$ cat src/pdtc_pkg.sv
// Shared types, character constants and hex digit decode for the percent decoder.
`timescale 1ns / 1ps

package pdtc_pkg;

    localparam logic [7:0] PCT_CHAR = 8'h25;
    localparam logic [7:0] DOT_CHAR = 8'h2E;
    localparam logic [7:0] CHAR_0   = 8'h30;
    localparam logic [7:0] CHAR_9   = 8'h39;
    localparam logic [7:0] CHAR_UA  = 8'h41;
    localparam logic [7:0] CHAR_UF  = 8'h46;
    localparam logic [7:0] CHAR_LA  = 8'h61;
    localparam logic [7:0] CHAR_LF  = 8'h66;
    localparam logic [7:0] HEX_TEN  = 8'd10;

    localparam int unsigned NUM_RES = 3;

    localparam logic [1:0] HELD_NONE  = 2'd0;
    localparam logic [1:0] HELD_PCT   = 2'd1;
    localparam logic [1:0] HELD_DIGIT = 2'd2;

    typedef struct packed {
        logic [7:0] in_byte;
        logic       in_last;
    } in_item_t;

    typedef struct packed {
        logic [7:0] out_byte;
        logic       out_last;
        logic       traversal_flag;
    } out_item_t;

    // bit 4: valid hex digit, bits 3:0: digit value
    function automatic logic [4:0] hex_digit(input logic [7:0] c);
        logic [7:0] diff;
        logic [4:0] res;
        res  = 5'd0;
        diff = 8'd0;
        if (c >= CHAR_0 && c <= CHAR_9) begin
            diff = c - CHAR_0;
            res  = {1'b1, diff[3:0]};
        end else if (c >= CHAR_UA && c <= CHAR_UF) begin
            diff = c - CHAR_UA + HEX_TEN;
            res  = {1'b1, diff[3:0]};
        end else if (c >= CHAR_LA && c <= CHAR_LF) begin
            diff = c - CHAR_LA + HEX_TEN;
            res  = {1'b1, diff[3:0]};
        end
        return res;
    endfunction

endpackage

$ cat src/percent_decode_traversal_check.sv
// Lenient percent decoder with sticky dot-pair detection, top level.
// Path: an accepted request is registered in in_reg, then its results in res_reg, which drives m_.
// Throughput: one request per cycle while each request yields at most one result and m_ready
// stays high; a request that yields more than one result holds the decode stage while they drain.
// Reset: synchronous, active-low aresetn clears held state, flags and all valid bits.
`timescale 1ns / 1ps

module percent_decode_traversal_check (
    input  logic                  aclk,
    input  logic                  aresetn,
    input  logic                  s_valid,
    output logic                  s_ready,
    input  pdtc_pkg::in_item_t    s_data,
    output logic                  m_valid,
    input  logic                  m_ready,
    output pdtc_pkg::out_item_t   m_data
);

    pdtc_pkg::in_item_t  in_reg;
    logic                in_vld_reg, in_vld_next;

    logic [1:0]          held_count_reg, held_count_next;
    logic [7:0]          held_digit_reg, held_digit_next;
    logic                prev_was_dot_reg, prev_was_dot_next;
    logic                dots_seen_reg, dots_seen_next;

    pdtc_pkg::out_item_t res_reg [pdtc_pkg::NUM_RES];
    pdtc_pkg::out_item_t res_next [pdtc_pkg::NUM_RES];
    logic [1:0]          cnt_reg, cnt_next;
    logic [1:0]          rd_reg, rd_next;

    logic [2:0][7:0]     emit;
    logic [1:0]          emit_n;
    logic [4:0]          dig_b, dig_h;
    logic                advance, s_fire, m_fire;

    assign m_valid = (cnt_reg != 2'd0);
    assign m_data  = res_reg[rd_reg];
    assign m_fire  = m_valid && m_ready;
    assign advance = in_vld_reg && ((cnt_reg == 2'd0) || ((cnt_reg == 2'd1) && m_ready));
    assign s_ready = !in_vld_reg || advance;
    assign s_fire  = s_valid && s_ready;
    assign in_vld_next = s_fire || (in_vld_reg && !advance);

    assign dig_b = pdtc_pkg::hex_digit(in_reg.in_byte);
    assign dig_h = pdtc_pkg::hex_digit(held_digit_reg);

    // build the list of bytes emitted by the held request
    always_comb begin
        emit            = '0;
        emit_n          = 2'd0;
        held_count_next = held_count_reg;
        held_digit_next = held_digit_reg;
        unique case (held_count_reg)
            pdtc_pkg::HELD_PCT: begin
                if (dig_b[4]) begin
                    if (in_reg.in_last) begin
                        emit[0] = pdtc_pkg::PCT_CHAR;
                        emit[1] = in_reg.in_byte;
                        emit_n  = 2'd2;
                    end else begin
                        held_count_next = pdtc_pkg::HELD_DIGIT;
                        held_digit_next = in_reg.in_byte;
                    end
                end else if (in_reg.in_byte == pdtc_pkg::PCT_CHAR) begin
                    emit[0] = pdtc_pkg::PCT_CHAR;
                    if (in_reg.in_last) begin
                        emit[1] = pdtc_pkg::PCT_CHAR;
                        emit_n  = 2'd2;
                    end else begin
                        emit_n          = 2'd1;
                        held_count_next = pdtc_pkg::HELD_PCT;
                    end
                end else begin
                    emit[0]         = pdtc_pkg::PCT_CHAR;
                    emit[1]         = in_reg.in_byte;
                    emit_n          = 2'd2;
                    held_count_next = pdtc_pkg::HELD_NONE;
                end
            end
            pdtc_pkg::HELD_DIGIT: begin
                if (dig_h[4] && dig_b[4]) begin
                    emit[0]         = {dig_h[3:0], dig_b[3:0]};
                    emit_n          = 2'd1;
                    held_count_next = pdtc_pkg::HELD_NONE;
                end else begin
                    emit[0] = pdtc_pkg::PCT_CHAR;
                    emit[1] = held_digit_reg;
                    if (in_reg.in_byte == pdtc_pkg::PCT_CHAR) begin
                        if (in_reg.in_last) begin
                            emit[2] = pdtc_pkg::PCT_CHAR;
                            emit_n  = 2'd3;
                        end else begin
                            emit_n          = 2'd2;
                            held_count_next = pdtc_pkg::HELD_PCT;
                        end
                    end else begin
                        emit[2]         = in_reg.in_byte;
                        emit_n          = 2'd3;
                        held_count_next = pdtc_pkg::HELD_NONE;
                    end
                end
            end
            default: begin
                if (in_reg.in_byte == pdtc_pkg::PCT_CHAR) begin
                    if (in_reg.in_last) begin
                        emit[0] = pdtc_pkg::PCT_CHAR;
                        emit_n  = 2'd1;
                    end else begin
                        held_count_next = pdtc_pkg::HELD_PCT;
                    end
                end else begin
                    emit[0]         = in_reg.in_byte;
                    emit_n          = 2'd1;
                    held_count_next = pdtc_pkg::HELD_NONE;
                end
            end
        endcase
        if (in_reg.in_last) begin
            held_count_next = pdtc_pkg::HELD_NONE;
            held_digit_next = 8'd0;
        end
    end

    // track dot pairs across the emitted bytes
    always_comb begin
        logic dot_prev;
        logic dot_seen;
        logic is_dot;
        dot_prev = prev_was_dot_reg;
        dot_seen = dots_seen_reg;
        is_dot   = 1'b0;
        for (int i = 0; i < pdtc_pkg::NUM_RES; i++) begin
            is_dot = (emit[i] == pdtc_pkg::DOT_CHAR);
            if (2'(i) < emit_n) begin
                if (is_dot && dot_prev) begin
                    dot_seen = 1'b1;
                end
                dot_prev = is_dot;
            end
            res_next[i].out_byte       = emit[i];
            res_next[i].traversal_flag = dot_seen;
            res_next[i].out_last       = in_reg.in_last && (2'(i) == (emit_n - 2'd1));
        end
        if (in_reg.in_last) begin
            dot_prev = 1'b0;
            dot_seen = 1'b0;
        end
        prev_was_dot_next = dot_prev;
        dots_seen_next    = dot_seen;
    end

    always_comb begin
        cnt_next = cnt_reg;
        rd_next  = rd_reg;
        if (advance) begin
            cnt_next = emit_n;
            rd_next  = 2'd0;
        end else if (m_fire) begin
            cnt_next = cnt_reg - 2'd1;
            rd_next  = rd_reg + 2'd1;
        end
    end

    always_ff @(posedge aclk) begin
        if (!aresetn) begin
            in_vld_reg       <= 1'b0;
            cnt_reg          <= 2'd0;
            rd_reg           <= 2'd0;
            held_count_reg   <= pdtc_pkg::HELD_NONE;
            held_digit_reg   <= 8'd0;
            prev_was_dot_reg <= 1'b0;
            dots_seen_reg    <= 1'b0;
        end else begin
            in_vld_reg <= in_vld_next;
            cnt_reg    <= cnt_next;
            rd_reg     <= rd_next;
            if (advance) begin
                held_count_reg   <= held_count_next;
                held_digit_reg   <= held_digit_next;
                prev_was_dot_reg <= prev_was_dot_next;
                dots_seen_reg    <= dots_seen_next;
            end
        end
    end

    always_ff @(posedge aclk) begin
        if (s_fire) begin
            in_reg <= s_data;
        end
        if (advance) begin
            for (int i = 0; i < pdtc_pkg::NUM_RES; i++) begin
                res_reg[i] <= res_next[i];
            end
        end
    end

endmodule

$ cat config.mk
export PLATFORM = sky130hd
export DESIGN_NAME = percent_decode_traversal_check
export DESIGN_NICKNAME = d
export VERILOG_FILES = /design/src/pdtc_pkg.sv /design/src/percent_decode_traversal_check.sv
export SDC_FILE = /design/constraint.sdc
export NUM_CORES = 1
export LEC_CHECK = 0
export BUFFER_PORTS_ARGS = -buffer_cell sky130_fd_sc_hd__buf_2
export CORE_ASPECT_RATIO = 0.5
export CORE_MARGIN = 1
export CORE_UTILIZATION = 54
export DETAILED_ROUTE_END_ITERATION = 10
export GPL_TIMING_DRIVEN = 0
export PLACE_DENSITY = 0.87
export REMOVE_ABC_BUFFERS = 1
export SYNTH_ARGS = -nofsm -noshare
export SYNTH_HDL_FRONTEND = slang
export SYNTH_SLANG_ARGS = --single-unit
$ cat constraint.sdc
create_clock -name aclk -period 2.8 [get_ports aclk]
set_clock_uncertainty 0.15 [all_clocks]
set_input_delay 0.28 -clock aclk [delete_from_list [all_inputs] [get_ports aclk]]
set_output_delay 0.28 -clock aclk [all_outputs]
set_load 0.02 [all_outputs]
Word-level counts from Yosys, hierarchy flattened
Memories as Yosys holds them, arrays and structs flattened. A register that Yosys moved wholly into a read port is not among the register bits.
Cells that the tools add are included.
- add/sub/neg operators: 13
- magnitude comparators: 15
- equal/unequal tests: 9
- mux-type cells: 51
- bitwise logic cells: 1
- reduce and logical (&&, ||, !) cells: 31
- operators by type and width (kind ; number):
    16-bit 2-to-1 mux ; 4
    8-bit 2-to-1 mux ; 6
    8-bit by 6-bit equality test with 1-bit output, second input constant ; 4
    8-bit by 7-bit >= comparator with 1-bit output, second input constant ; 4
    8-bit by 7-bit less-or-equal comparator with 1-bit output, second input constant ; 4
    8-bit case mux with 2 select lines ; 2
    5-bit 2-to-1 mux ; 6
    2-bit 2-to-1 mux ; 13
    4-bit by 1-bit subtractor with 4-bit output, second input constant ; 6
    1-bit logical AND ; 18
    1-bit 2-to-1 mux ; 17
    4-bit adder, second input constant ; 4
    8-bit by 6-bit >= comparator with 1-bit output, second input constant ; 2
    8-bit by 6-bit less-or-equal comparator with 1-bit output, second input constant ; 2
    2-bit case mux with 2 select lines ; 2
    2-bit nonzero test ; 4
    6-bit 2-to-1 mux ; 1
    2-bit by 1-bit equality test with 1-bit output, second input constant ; 2
    2-bit logical NOT ; 2
    1-bit by 2-bit < comparator with 1-bit output, first input constant ; 2
    2-bit by 1-bit subtractor with 2-bit output, second input constant ; 2
    1-bit logical OR ; 3
    3-bit AND reduction ; 1
    2-bit by 1-bit adder with 2-bit output, second input constant ; 1
    other kinds (7) ; 8
- bits in registers: 26
- memory bits (writable): 30
- bits of input ports: 13
- output and inout port bits: 12
- logic and storage cells: 130
- memories kept: 1
- memory list (memory ; depth ; bits a word ; rd ports ; clocked after memory_dff ; write ports ; line ; source):
    res_reg ; 3 ; 10 ; 1 ; 1 ; 3 ; percent_decode_traversal_check.sv:27 ; pdtc_pkg::out_item_t res_reg [pdtc_pkg::NUM_RES];

Depth between registers and ports, before layout
- word-level depth: 17
- depth in mapped cells: 12
- gate-level depth less buffers: 10

Worst setup path after synthesis
No wires, ideal clock.
- path type: register -> register
- from: register in_reg[2] in the netlist's numbering
- to: memory res_reg[2][0] in the netlist's numbering (data pin)
- library setup time: 0.259 ns
- arrival: 2.490 ns
- required time: 2.391 ns
- path slack: -0.099 ns
- cell stages (with the launch flop): 12
- buffers on the path: 1
- period minus slack after synthesis: 2.899 ns
- cell sequence: edfxtp_1 > inv_1 > ha_1 > or3b_1 > and4_4 > buf_6 > o221ai_1 > nor3_1 > a32oi_1 > nor2_1 > a41o_1 > or2_1
- RTL lines (item ; line ; source):
    start: declaration ; percent_decode_traversal_check.sv:19 ; pdtc_pkg::in_item_t in_reg;
    start signal: assignment ; percent_decode_traversal_check.sv:189 ; in_reg <= s_data;
    end: declaration ; percent_decode_traversal_check.sv:27 ;

==> flow_metrics.tcl <==
set metrics [dict create \
    synth-seq-cells 58 \
    comb_power_share_pct 14.8 \
    num_io_pins 25 \
    setup_viol 3 \
    syn_avg_cell_area_sq_um 10.3 \
    synth_warnings 0 \
    die_area_sq_um 6460 \
    finalHoldViolations 0 \
    whs_ps 95.0 \
    ys.flop_type "edfxtp_1" \
    grt_pass1_vias 2806 \
    largest_register_ffs 30 \
    grt.total_usage_pct 31.1 \
    violations "negative setup slack" \
    ys_seq_area_share_pct 47.0 \
    dp_hpwl_um 5550 \
    relSlewSlack_pct 60.6 \
    yosysTopAreaCell "edfxtp_1" \
    crit_start "in_reg[1]$_DFFE_PP_" \
    vias 2909 \
    gp_congestion 0.920 \
    cts_tree "done" \
    clkTransAtPathRegs_ps 50 \
    io_buffers 24 \
    synthTopCellsByArea "edfxtp_1, dfxtp_1, ha_1" \
    clockBufferDepth 2 \
    multi_input_area_sq_um 1800 \
    ir_drop_mv 0.516 \
    clock_sinks 58 \
    die_w_um 113 \
    fin_ws_ps -116 \
    clock_latency_ps 330 \
    async_reset_ff_share_pct 0 \
    drt_iter0_markers 281 \
    p_leak_uw 0.00158 \
    p_sw_share_pct 25.5 \
    reg2reg_from "in_reg[1]$_DFFE_PP_" \
    hp-start "s_valid" \
    required_ps 2850 \
    end_kind "flip-flop" \
    fin_crit_ps 2920 \
    n_antenna_cell 0 \
    timing.final.crit_share_pct 104 \
    clkPwrFrac_pct 42.7 \
    synth_top_area_share_pct 35.4 \
    antenna_found_initial 0 \
    worst_pin_slew_ps 591 \
    first_pass_iters 6 \
    p_int_uw 1810 \
    drive_gt1_share_pct 31.2 \
    synth.distinct_cells 69 \
    post-place-cells 398 \
    setup-tns-final_ps -203 \
    arrival_ps 2970 \
    drc 0 \
    grt_max_degree 22 \
    p_seq_share_pct 42.5 \
    synth_common_cells "edfxtp_1, nand2_1, dfxtp_1, o21ai_0, nor2_1" \
    fmax_ghz 0.343 \
    grt_first_pass_wirelength_um 14600 \
    area_growth_pct 28.0 \
    worstSetupPathType "reg2reg" \
    cp_max_fo 7 \
    synth_area_sq_um 3300 \
    grt_most_used_layer "met2" \
    fin_nets 400 \
    hold_class "in2reg" \
    start_util_pct 58.2 \
    finalPower_uw 2430 \
    syn_inst 320 \
    powerDensity_nw_per_um2 574 \
    max-cap-violations 0 \
    num_rows 19 \
    grt_use_met1_pct 39.8 \
    run_status "finished with violations" \
    yosysMostFrequentCell "edfxtp_1" \
    htree_levels 3 \
    finalWirelength_um 9260 \
    cts_root_buf "clkbuf_16" \
    die_h_um 57.3 \
    worstSetupStartpointType "flip-flop" \
    rsz0062_at_grt "yes" \
    final_util_pct 74.5 \
    vias_per_cell 6.41 \
    synth_edf_count 39 \
    nFillCells 365 \
    p_switching_uw 620 \
    report.final.slew_viol_count 0 \
    use_met2_pct 47.8 \
    final_cells 454 \
    grt_overflow 0 \
    wl_per_cell_um 20.4 \
    seqCellArea_sq_um 1550 \
    cts_inserted_buffers 9 \
    core_area_sq_um 5680 \
    ant_nets 0 \
    use_met3_pct 12.8 \
]
path summary, 6_finish.rpt:
kind | end | slack, ps | cells after the start
max | res_reg[2][0]$_DFFE_PP_ | -120 | 9
min | in_vld_reg$_SDFF_PN0_ | 90 | 3
max reg2reg | res_reg[2][0]$_DFFE_PP_ | -120 | 9
min reg2reg | held_count_reg[0]$_SDFFE_PN0P_ | 360 | 2
power groups by stage:
stage	logic [uW]	registers [uW]	clock network, uW
2_1_floorplan	196	1040	0
3_3_place_gp	265	1060	0
3_5_place_dp	273	1060	0
4_1_cts	341	1030	1040
5_1_grt	387	1040	1090
6_report	359	1030	1040
final cells by class:
type | count | area share [%]
multi-input combinational | 228 | 42.5
sequential | 58 | 36.7
timing repair buffer | 63 | 10.4
clock buffer | 12 | 5.59
tap | 73 | 2.16
inverter | 15 | 1.42
clock inverter | 4 | 1.04
timing repair inverter | 1 | 0.177
metrics by stage:
| stage | worst slack [ps] | cell area [sq um] |
|---|---|---|
| CTS | -41.2 | 4150 |
| finish | -116 | 4230 |
| global route | -223 | 4230 |
| detailed placement | -555 | 3410 |
| floorplan | -54.9 | 3200 |
| global placement | -457 | 3410 |
layer usage:
layer | vias to the layer above | share of wire [%]
met3 | 30 | 12
met2 | 201 | 45
met4 | 0 | 2.0
met1 | 1378 | 41
li1 | 1300 | -
met5 | - | 0
what timing repair did:
| item | in CTS | in global routing |
|---|---|---|
| gates resized for setup | 36 | 12 |
| gates cloned | 1 | 0 |
| endpoints found under the setup margin | 16 | 23 |
| pin swaps | 12 | 9 |
| setup buffers | 26 | 4 |
| hold endpoints to repair | 9 | 0 |
| hold buffers | 9 | 0 |
critical path, stage by stage, from the launching register on:
cell and delay [ps]:
edfxtp_1 440, ha_2 240, or3b_4 380, and4_4 200, nor3_4 340, buf_4 180, nand4b_1 150, a2111oi_4 350
o21a_1 220, or2_1 120
layout by cell type, fill, tap and decap left out, types with 9 or more instances in the layout:
cell type / n
nor2_1: 15
inv_1: 12
buf_2: 24
nand2_1: 33
mux2i_1: 10
buf_4: 29
nor2b_1: 13
clkbuf_16: 9
o21ai_0: 17
a22oi_1: 10
edfxtp_1: 39
dlygate4sd3_1: 9
dfxtp_1: 17
cell families (layout without fill, tap and decap cells):
kind of cell | after synthesis | count (layout) | share of synthesized area [%]
simple gates | 116 | 116 | 19.3
compound gates | 84 | 84 | 19.9
flops | 58 | 58 | 47.0
buf+inv | 34 | 95 | 4.77
fa+ha+maj | 11 | 11 | 4.17
mux | 10 | 10 | 3.03
xor+xnor | 7 | 7 | 1.86
Note: power is estimated with default switching activity, not from simulation.
